==> src/rtl/aeat_pkg.sv <==
// shared types and constants for the absolute encoder angle tracker
package aeat_pkg;

  localparam int POS_W    = 7;
  localparam int REL_W    = 16;
  localparam int DELTA_W  = 8;
  localparam int ANGLE_W  = 24;
  localparam int STEP_W   = 16;
  localparam int SCALE_W  = 16;
  localparam int CFG_IDX_W  = 3;
  localparam int CFG_DATA_W = 24;

  // |delta| * step fits in 23 bits, times scale in 39 bits
  localparam int MAG_W  = 23;
  localparam int PROD_W = MAG_W + SCALE_W;
  localparam int CNT_W  = 6;
  localparam int REM_W  = 7;

  localparam int IN_DATA_W  = 8;
  localparam int OUT_DATA_W = 56;

  localparam logic [POS_W-1:0] WRAP_UP_OLD_MIN  = 7'd117;
  localparam logic [POS_W-1:0] WRAP_UP_NEW_MAX  = 7'd10;
  localparam logic [POS_W-1:0] WRAP_DN_OLD_MAX  = 7'd15;
  localparam logic [POS_W-1:0] WRAP_DN_NEW_MIN  = 7'd110;
  localparam logic [8:0]       POS_COUNT        = 9'd128;
  localparam logic [REM_W:0]   SCALE_DIVISOR    = 8'd100;

  localparam logic signed [ANGLE_W-1:0] ANGLE_MAX = 24'sh7FFFFF;
  localparam logic signed [ANGLE_W-1:0] ANGLE_MIN = -24'sh800000;
  localparam logic [PROD_W-1:0] POS_LIMIT = 39'd8388607;
  localparam logic [PROD_W-1:0] NEG_LIMIT = 39'd8388608;

  localparam logic [STEP_W-1:0]  STEP_RST  = 16'd720;
  localparam logic [ANGLE_W-1:0] START_RST = 24'd0;
  localparam logic [ANGLE_W-1:0] STOP_RST  = 24'd92160;
  localparam logic [SCALE_W-1:0] SCALE_RST = 16'd100;

  typedef enum logic [1:0] {
    MODE_ABS   = 2'd0,
    MODE_REL   = 2'd1,
    MODE_SCALE = 2'd2,
    MODE_HOLD  = 2'd3
  } mode_t;

  typedef enum logic [CFG_IDX_W-1:0] {
    CFG_ENABLE = 3'd0,
    CFG_MODE   = 3'd1,
    CFG_STEP   = 3'd2,
    CFG_START  = 3'd3,
    CFG_STOP   = 3'd4,
    CFG_SCALE  = 3'd5
  } cfg_idx_t;

endpackage

==> src/rtl/absolute_encoder_angle_tracker_core.sv <==
// angle tracker core: wrap-corrected delta, relative count, bit-serial angle math
// One position word in, one result word out. A word that is ignored (block
// disabled or position unchanged) or that arrives in mode 3 goes straight to
// the finish step, which loads the output register. Modes 0 and 1 run the
// bit-serial shift-add multiplier, then the saturate, accumulate, clamp and
// output steps. Mode 2 runs two multiplier passes (delta times step, then
// times scale) and a restoring divide by 100, one quotient bit per cycle,
// before those final steps. The next word is taken once the result has moved
// to the output register. Configuration writes are always ready and take
// effect at once; write them only while no word is in flight.
module absolute_encoder_angle_tracker_core (
  input  logic                                 clk,
  input  logic                                 rst,
  // configuration write channel
  input  logic                                 cfg_valid,
  output logic                                 cfg_ready,
  input  logic [aeat_pkg::CFG_IDX_W-1:0]       cfg_index,
  input  logic [aeat_pkg::CFG_DATA_W-1:0]      cfg_data,
  // position stream in
  input  logic                                 s_axis_tvalid,
  output logic                                 s_axis_tready,
  input  logic [aeat_pkg::IN_DATA_W-1:0]       s_axis_tdata,  // [6:0] position
  // result stream out
  output logic                                 m_axis_tvalid,
  input  logic                                 m_axis_tready,
  // [6:0] absolute_out, [22:7] relative_out, [30:23] delta_out, [54:31] angle_out
  output logic [aeat_pkg::OUT_DATA_W-1:0]      m_axis_tdata,
  output logic                                 m_axis_tuser   // [0] changed
);
  import aeat_pkg::*;

  typedef enum logic [2:0] {
    ST_IDLE,
    ST_MUL,
    ST_DIV,
    ST_SAT,
    ST_ACCUM,
    ST_CLAMP,
    ST_FINISH
  } state_t;

  state_t state;

  // configuration
  logic                       enable;
  mode_t                      mode;
  logic [STEP_W-1:0]          step_angle;
  logic signed [ANGLE_W-1:0]  angle_lo;
  logic signed [ANGLE_W-1:0]  angle_hi;
  logic [SCALE_W-1:0]         scale_percent;

  // tracker state
  logic [POS_W-1:0]           last_position;
  logic signed [REL_W-1:0]    relative_count;
  logic signed [DELTA_W-1:0]  last_delta;
  logic signed [ANGLE_W-1:0]  angle_acc;
  logic                       changed;

  // serial datapath
  logic [MAG_W-1:0]           mul_a;
  logic [SCALE_W-1:0]         mul_b;
  logic [PROD_W-1:0]          acc;
  logic [REM_W-1:0]           rem;
  logic [CNT_W-1:0]           cnt;
  logic                       neg;
  logic                       pass2;
  logic signed [ANGLE_W-1:0]  inc;
  logic signed [ANGLE_W-1:0]  pre;

  // output register
  logic                       out_valid;
  logic [POS_W-1:0]           out_abs;
  logic [REL_W-1:0]           out_rel;
  logic [DELTA_W-1:0]         out_delta;
  logic [ANGLE_W-1:0]         out_angle;
  logic                       out_chg;

  logic                       in_fire;
  logic [POS_W-1:0]           pos;
  logic signed [8:0]          diff;
  logic signed [8:0]          diff_wrap;
  logic signed [DELTA_W-1:0]  delta_next;
  logic signed [REL_W-1:0]    relative_count_next;
  logic [MAG_W-1:0]           mag_start;
  logic                       neg_start;
  logic [PROD_W-1:0]          acc_next;
  logic [REM_W:0]             div_trial;
  logic                       div_ge;
  logic signed [ANGLE_W:0]    sum;
  logic signed [ANGLE_W-1:0]  sum_sat;
  logic signed [ANGLE_W-1:0]  clamp_lo;
  logic signed [ANGLE_W-1:0]  clamp_val;

  assign cfg_ready     = 1'b1;
  assign s_axis_tready = (state == ST_IDLE);
  assign in_fire       = s_axis_tvalid && s_axis_tready;
  assign pos           = s_axis_tdata[POS_W-1:0];

  // wrap-corrected step delta, always within -127..127
  always_comb begin
    diff = $signed({2'b00, pos}) - $signed({2'b00, last_position});
    if ((last_position > WRAP_UP_OLD_MIN) && (pos < WRAP_UP_NEW_MAX)) begin
      diff_wrap = diff + $signed(POS_COUNT);
    end else if ((last_position < WRAP_DN_OLD_MAX) && (pos > WRAP_DN_NEW_MIN)) begin
      diff_wrap = diff - $signed(POS_COUNT);
    end else begin
      diff_wrap = diff;
    end
    delta_next          = diff_wrap[DELTA_W-1:0];
    relative_count_next = relative_count + {{(REL_W-DELTA_W){delta_next[DELTA_W-1]}}, delta_next};
  end

  // multiplicand magnitude and sign for the first pass
  always_comb begin
    case (mode)
      MODE_ABS: begin
        mag_start = {{(MAG_W-POS_W){1'b0}}, pos};
        neg_start = 1'b0;
      end
      MODE_REL: begin
        mag_start = relative_count_next[REL_W-1]
                    ? {{(MAG_W-REL_W){1'b0}}, -relative_count_next}
                    : {{(MAG_W-REL_W){1'b0}}, relative_count_next};
        neg_start = relative_count_next[REL_W-1];
      end
      default: begin
        mag_start = delta_next[DELTA_W-1]
                    ? {{(MAG_W-DELTA_W){1'b0}}, -delta_next}
                    : {{(MAG_W-DELTA_W){1'b0}}, delta_next};
        neg_start = delta_next[DELTA_W-1];
      end
    endcase
  end

  // msb-first shift-add multiply and restoring divide step
  always_comb begin
    acc_next  = {acc[PROD_W-2:0], 1'b0} + (mul_b[SCALE_W-1] ? {{SCALE_W{1'b0}}, mul_a} : '0);
    div_trial = {rem, acc[PROD_W-1]};
    div_ge    = (div_trial >= SCALE_DIVISOR);
  end

  always_comb begin
    sum = {angle_acc[ANGLE_W-1], angle_acc} + {inc[ANGLE_W-1], inc};
    if (sum[ANGLE_W] != sum[ANGLE_W-1]) begin
      sum_sat = sum[ANGLE_W] ? ANGLE_MIN : ANGLE_MAX;
    end else begin
      sum_sat = sum[ANGLE_W-1:0];
    end
    clamp_lo  = (pre <= angle_lo) ? angle_lo : pre;
    clamp_val = (clamp_lo >= angle_hi) ? angle_hi : clamp_lo;
  end

  always_ff @(posedge clk) begin
    if (rst) begin
      state          <= ST_IDLE;
      enable         <= 1'b1;
      mode           <= MODE_ABS;
      step_angle     <= STEP_RST;
      angle_lo       <= START_RST;
      angle_hi       <= STOP_RST;
      scale_percent  <= SCALE_RST;
      last_position  <= '0;
      relative_count <= '0;
      last_delta     <= '0;
      angle_acc      <= '0;
      changed        <= 1'b0;
      out_valid      <= 1'b0;
      pass2          <= 1'b0;
      cnt            <= '0;
    end else begin
      if (cfg_valid && cfg_ready) begin
        case (cfg_index)
          CFG_ENABLE: enable        <= cfg_data[0];
          CFG_MODE:   mode          <= mode_t'(cfg_data[1:0]);
          CFG_STEP:   step_angle    <= cfg_data[STEP_W-1:0];
          CFG_START:  angle_lo      <= cfg_data;
          CFG_STOP:   angle_hi      <= cfg_data;
          CFG_SCALE:  scale_percent <= cfg_data[SCALE_W-1:0];
          default: ;
        endcase
      end

      // a reload in ST_FINISH takes care of the drain itself
      if (out_valid && m_axis_tready && (state != ST_FINISH)) begin
        out_valid <= 1'b0;
      end

      case (state)
        ST_IDLE: begin
          if (in_fire) begin
            if (enable && (pos != last_position)) begin
              last_position  <= pos;
              relative_count <= relative_count_next;
              last_delta     <= delta_next;
              changed        <= 1'b1;
              mul_a          <= mag_start;
              mul_b          <= step_angle;
              neg            <= neg_start;
              acc            <= '0;
              pass2          <= 1'b0;
              cnt            <= CNT_W'(STEP_W - 1);
              state          <= (mode == MODE_HOLD) ? ST_FINISH : ST_MUL;
            end else begin
              changed <= 1'b0;
              state   <= ST_FINISH;
            end
          end
        end
        ST_MUL: begin
          if (cnt != '0) begin
            acc   <= acc_next;
            mul_b <= {mul_b[SCALE_W-2:0], 1'b0};
            cnt   <= cnt - 1'b1;
          end else if ((mode == MODE_SCALE) && !pass2) begin
            // second pass: (|delta| * step) * scale
            mul_a <= acc_next[MAG_W-1:0];
            mul_b <= scale_percent;
            acc   <= '0;
            pass2 <= 1'b1;
            cnt   <= CNT_W'(SCALE_W - 1);
          end else if (mode == MODE_SCALE) begin
            acc   <= acc_next;
            rem   <= '0;
            cnt   <= CNT_W'(PROD_W - 1);
            state <= ST_DIV;
          end else begin
            acc   <= acc_next;
            state <= ST_SAT;
          end
        end
        ST_DIV: begin
          // quotient bits enter from the bottom as dividend bits leave the top
          rem <= div_ge ? REM_W'(div_trial - SCALE_DIVISOR) : div_trial[REM_W-1:0];
          acc <= {acc[PROD_W-2:0], div_ge};
          cnt <= cnt - 1'b1;
          if (cnt == '0) begin
            state <= ST_SAT;
          end
        end
        ST_SAT: begin
          if (!neg) begin
            inc <= (acc > POS_LIMIT) ? ANGLE_MAX : acc[ANGLE_W-1:0];
          end else begin
            inc <= (acc > NEG_LIMIT) ? ANGLE_MIN : -acc[ANGLE_W-1:0];
          end
          state <= ST_ACCUM;
        end
        ST_ACCUM: begin
          pre   <= (mode == MODE_SCALE) ? sum_sat : inc;
          state <= ST_CLAMP;
        end
        ST_CLAMP: begin
          angle_acc <= clamp_val;
          state     <= ST_FINISH;
        end
        ST_FINISH: begin
          if (!out_valid || m_axis_tready) begin
            out_valid <= 1'b1;
            out_abs   <= last_position;
            out_rel   <= relative_count;
            out_delta <= last_delta;
            out_angle <= angle_acc;
            out_chg   <= changed;
            state     <= ST_IDLE;
          end
        end
        default: state <= ST_IDLE;
      endcase
    end
  end

  assign m_axis_tvalid = out_valid;
  assign m_axis_tdata  = {1'b0, out_angle, out_delta, out_rel, out_abs};
  assign m_axis_tuser  = out_chg;

  // count only moves on an accepted word
  a_rel_hold: assert property (@(posedge clk) disable iff (rst)
    !in_fire |=> $stable(relative_count))
    else $error("relative count changed without an accepted word");

  // a disabled block leaves the angle alone
  a_angle_disabled: assert property (@(posedge clk) disable iff (rst)
    (in_fire && !enable) |=> $stable(angle_acc))
    else $error("angle changed while disabled");

  a_mul_count: assert property (@(posedge clk) disable iff (rst)
    (state == ST_MUL) |-> (cnt <= CNT_W'(SCALE_W - 1)))
    else $error("multiplier bit count out of range");

  a_div_rem: assert property (@(posedge clk) disable iff (rst)
    (state == ST_DIV) |-> ({1'b0, rem} < SCALE_DIVISOR))
    else $error("divider remainder not below divisor");

  a_clamp_window: assert property (@(posedge clk) disable iff (rst)
    ((state == ST_CLAMP) && (angle_lo <= angle_hi))
    |=> ((angle_acc >= angle_lo) && (angle_acc <= angle_hi)))
    else $error("clamped angle outside window");

endmodule
==> config.mk <==
export PLATFORM = sky130hd
export DESIGN_NAME = absolute_encoder_angle_tracker_core
export DESIGN_NICKNAME = d
export VERILOG_FILES = /design/src/rtl/aeat_pkg.sv /design/src/rtl/absolute_encoder_angle_tracker_core.sv
export SDC_FILE = /design/constraint.sdc
export NUM_CORES = 1
export LEC_CHECK = 0
export BUFFER_PORTS_ARGS = -buffer_cell sky130_fd_sc_hd__buf_2
export CORE_ASPECT_RATIO = 0.5
export CORE_UTILIZATION = 47
export CTS_BUF_LIST = sky130_fd_sc_hd__clkbuf_8
export CTS_CLUSTER_DIAMETER = 40
export CTS_CLUSTER_SIZE = 24
export DETAILED_ROUTE_END_ITERATION = 12
export HOLD_SLACK_MARGIN = 0.05
export PLACE_DENSITY = 0.72
export REMOVE_ABC_BUFFERS = 1
export SKIP_LAST_GASP = 1
export SYNTH_ARGS = -nofsm -noshare
export SYNTH_HDL_FRONTEND = slang
export SYNTH_SLANG_ARGS = --single-unit
==> constraint.sdc <==
create_clock -name clk -period 6.9 [get_ports clk]
set_input_delay 1.38 -clock clk [delete_from_list [all_inputs] [get_ports clk]]
set_output_delay 1.38 -clock clk [all_outputs]
set_load 0.02 [all_outputs]
==> metrics <==
status complete, no violations; clk_lat worst skew 0.60 ns; area of the die 42,600 sq um; synthesis-stage register bit count 340; clock-pin slew on the worst setup and hold paths 0.11 ns; via count 15,900; FF/Latch Area 8710 sq um; initial DRC count 1,225; Max Slew Vio Count 0; most common cell in the netlist nand2_1; fin worst setup slack 1.43 ns; Nets 2,377; WHS Endpoint out_delta[4]; Pre-Repair DR Iteration Count 7; layout cell share with drive strength beyond 1 11.1%; hold-fix buffers at CTS 0; FF-to-FF setup slack 1.43 ns; worst reg2reg path depth 18; Top FF cell, synth edfxtp_1; Antenna Cells 0; most used cell, CP a21o_1; Worst setup SP type register; drt via density 5.73; Num CTS Buffers 35; Power Dens Cells 340 nW/um^2; largest net degree at the start of global routing 95; power share of the clock group 21.6%; Syn-to-layout area delta 9.80%; Tmin final 5.47 ns; Final GP Congestion 0.899; Root Buffer clkbuf_8; Distinct cells, synth 80; Post-synth EDFFs 190; Seq pwr share 39.3%; design area 21,500 sq um; post_cts resized 0; max cap viols 0; Tot Pwr 7300 uW; crit-path max FO 17; Worst Hold Class register to register; GR Overflow Total 0; sequential area share after synthesis 44.5%; CTS Sinks 340; Pint 4410 uW; Routed WL per cell 17.0 microns; GRT Total Usage 22.0%; Max H-tree Level 2; num rows 52; share of the synthesized area in the top cell type 29.1%; VDD IR-drop max 181 uV; DP HPWL 33.3 mm; io pins 100; DIE WIDTH 291 microns; initial core utilization 48.1%; Multi-input gate area 10,100 sq um; Post-Layout Cell Count 2,775; Fillers 3,678; worst path arrival time 5.93 ns; first-pass GRT wire length 77.0 mm; Worst Hold Launch last_delta[4]; Die Y 146 microns; Synth Cell Area 19,600 sq um; period utilization 79.3%; Area contributors post-synth edfxtp_1 (29%), dfxtp_1 (15%), ha_1 (7.9%); Worst Clk Skew 0.0626 ns; vias in the first global route 15,000; number of antenna violations at the first check in global routing 0; DRT Wirelength 47.2 mm; synthesized instance count 2,153; r2r startpoint pre[9]; Core Region 40,700 sq um; CP Cell Sequence ha_1 -> a21o_1 -> a21o_1 -> a2111oi_0 -> o21ai_0 -> a21oi_1 -> a31oi_2 -> mux2_2 -> ha_1 -> a21o_1 -> a21o_1 -> a2111oi_0 -> o31a_1 -> nand2_1 -> nor4b_1 -> nor3b_2 -> buf_4 -> a221o_1; Commonest cells post-synth nand2_1 (355), a21oi_1 (205), edfxtp_1 (190), o21ai_0 (157), dfxtp_1 (150); TritonCTS clock tree built; Yosys warnings 0; setup_tns 0 ns; Final setup viols 0; Area after DPL 20,600 sq um; worst hold stages 0; Final Hold Viols 0; Least-Margin Pin Slew 1.12 ns; I/O Buffers 96; worst slack at placement 0.990 ns; RSZ-0062 raised after global routing false; clk buf depth 3; Worst path slowest cell a2111oi_0; Critical Path RT 7.36 ns; drt drc 0; Slew HR 25.1%; DP Cell Count 2,713; syn avg cell area 9.10 sq um; worst flop-to-flop path endpoint angle_acc[13]; post-CTS setup buffer count 0; critical path class register to register; delay-heaviest family, CP compound AO/OA/AOI/OAI gates; slowest stage delay, CP 0.62 ns; CP endpoint kind register; Leak 0.00824 uW; CP bufs+invs 1; Sw Ratio 39.6%; Combinational Power Share 39.1%; Final ANT Viol Nets 0; ys async rst share 0%; maximum clock rate 0.183 GHz; cell taking the most area after synthesis edfxtp_1; Net Sw Power 2900 uW
[worst max path at each step]
| stage | start | endpoint | slack, ns | cells past startpoint |
|---|---|---|---|---|
| 2_1_floorplan | s_axis_tdata[0] | acc[0] | 0.17 | 6 |
| 3_3_place_gp | s_axis_tdata[0] | mul_a[5] | 1.09 | 22 |
| 3_5_place_dp | s_axis_tdata[0] | mul_a[5] | 0.99 | 22 |
| 4_1_cts | angle_lo[9] | angle_acc[11] | 1.49 | 19 |
| 5_1_grt | angle_lo[9] | angle_acc[12] | 1.13 | 19 |
| 6_report | pre[9] | angle_acc[13] | 1.43 | 18 |
[final cells by class]
class	instances	share of cell area, %
clock inverters	26	1.75
repair buffers	129	3.40
flip-flops and latches	340	40.5
inverters	104	1.82
clock buffers	36	2.30
multi-input cells	1600	47.1
well taps	540	3.14
[registers in the layout, indices dropped and copies added, names as in the netlist, 23 cells and up]
name / cells
angle_acc: 24
angle_lo: 24
inc: 24
angle_hi: 24
pre: 24
acc: 39
mul_a: 23
out_angle: 24
[kinds of logic after synthesis]
| logic type | Yosys count | synth area share (%) |
|---|---|---|
| adder cells (fa/ha/maj) | 127 | 8.26 |
| AND/OR/NAND/NOR | 736 | 17.4 |
| flip-flops | 340 | 44.5 |
| AO/OA/AOI/OAI | 608 | 19.3 |
| multiplexers | 45 | 2.45 |
| other | 2 | 0.0383 |
| XOR/XNOR | 82 | 3.81 |
| buffers and inverters | 213 | 4.22 |
[routing by layer]
metal | GRT usage, % | vias to the layer above | part of all wire (%)
li1 | - | 7912 | -
met2 | 35.9 | 437 | 45
met3 | 3.47 | 85 | 5.8
met5 | 0 | - | 0
met4 | 5.82 | 0 | 2.1
met1 | 30.6 | 7470 | 47
[cells in the final DEF (no fill, tap or decap), drive strengths merged, types with 23 or more instances in the layout]
master / count
mux2: 24
and2: 29
nor2: 119
o21ai: 172
edfxtp: 190
nand3: 30
nor2b: 36
a221o: 23
xnor2: 52
nand2: 356
a21o: 36
dfxtp: 150
xor2: 28
nand4: 27
clkbuf: 36
buf: 129
ha: 123
nor3: 38
a21oi: 205
inv: 111
o311ai: 23
[metrics by stage]
| step | hold slack [ns] | util (%) |
|---|---|---|
| 2_1_floorplan | 0.408 | - |
| 5_1_grt | 0.451 | 52.8 |
| 4_1_cts | 0.433 | 52.8 |
| 3_5_place_dp | 0.417 | 50.7 |
| 6_report | 0.437 | 52.8 |
| 3_3_place_gp | 0.412 | 50.7 |
[power by group through the flow]
stage / Combinational [uW] / Sequential (uW) / Clock (uW)
after floorplan: 2120 / 2800 / 0
after global placement: 2760 / 2890 / 0
after detailed placement: 2820 / 2910 / 0
after CTS: 2840 / 2860 / 1620
after global routing: 3200 / 2910 / 1690
final: 2860 / 2870 / 1580
(Power assumes the default switching activity.)
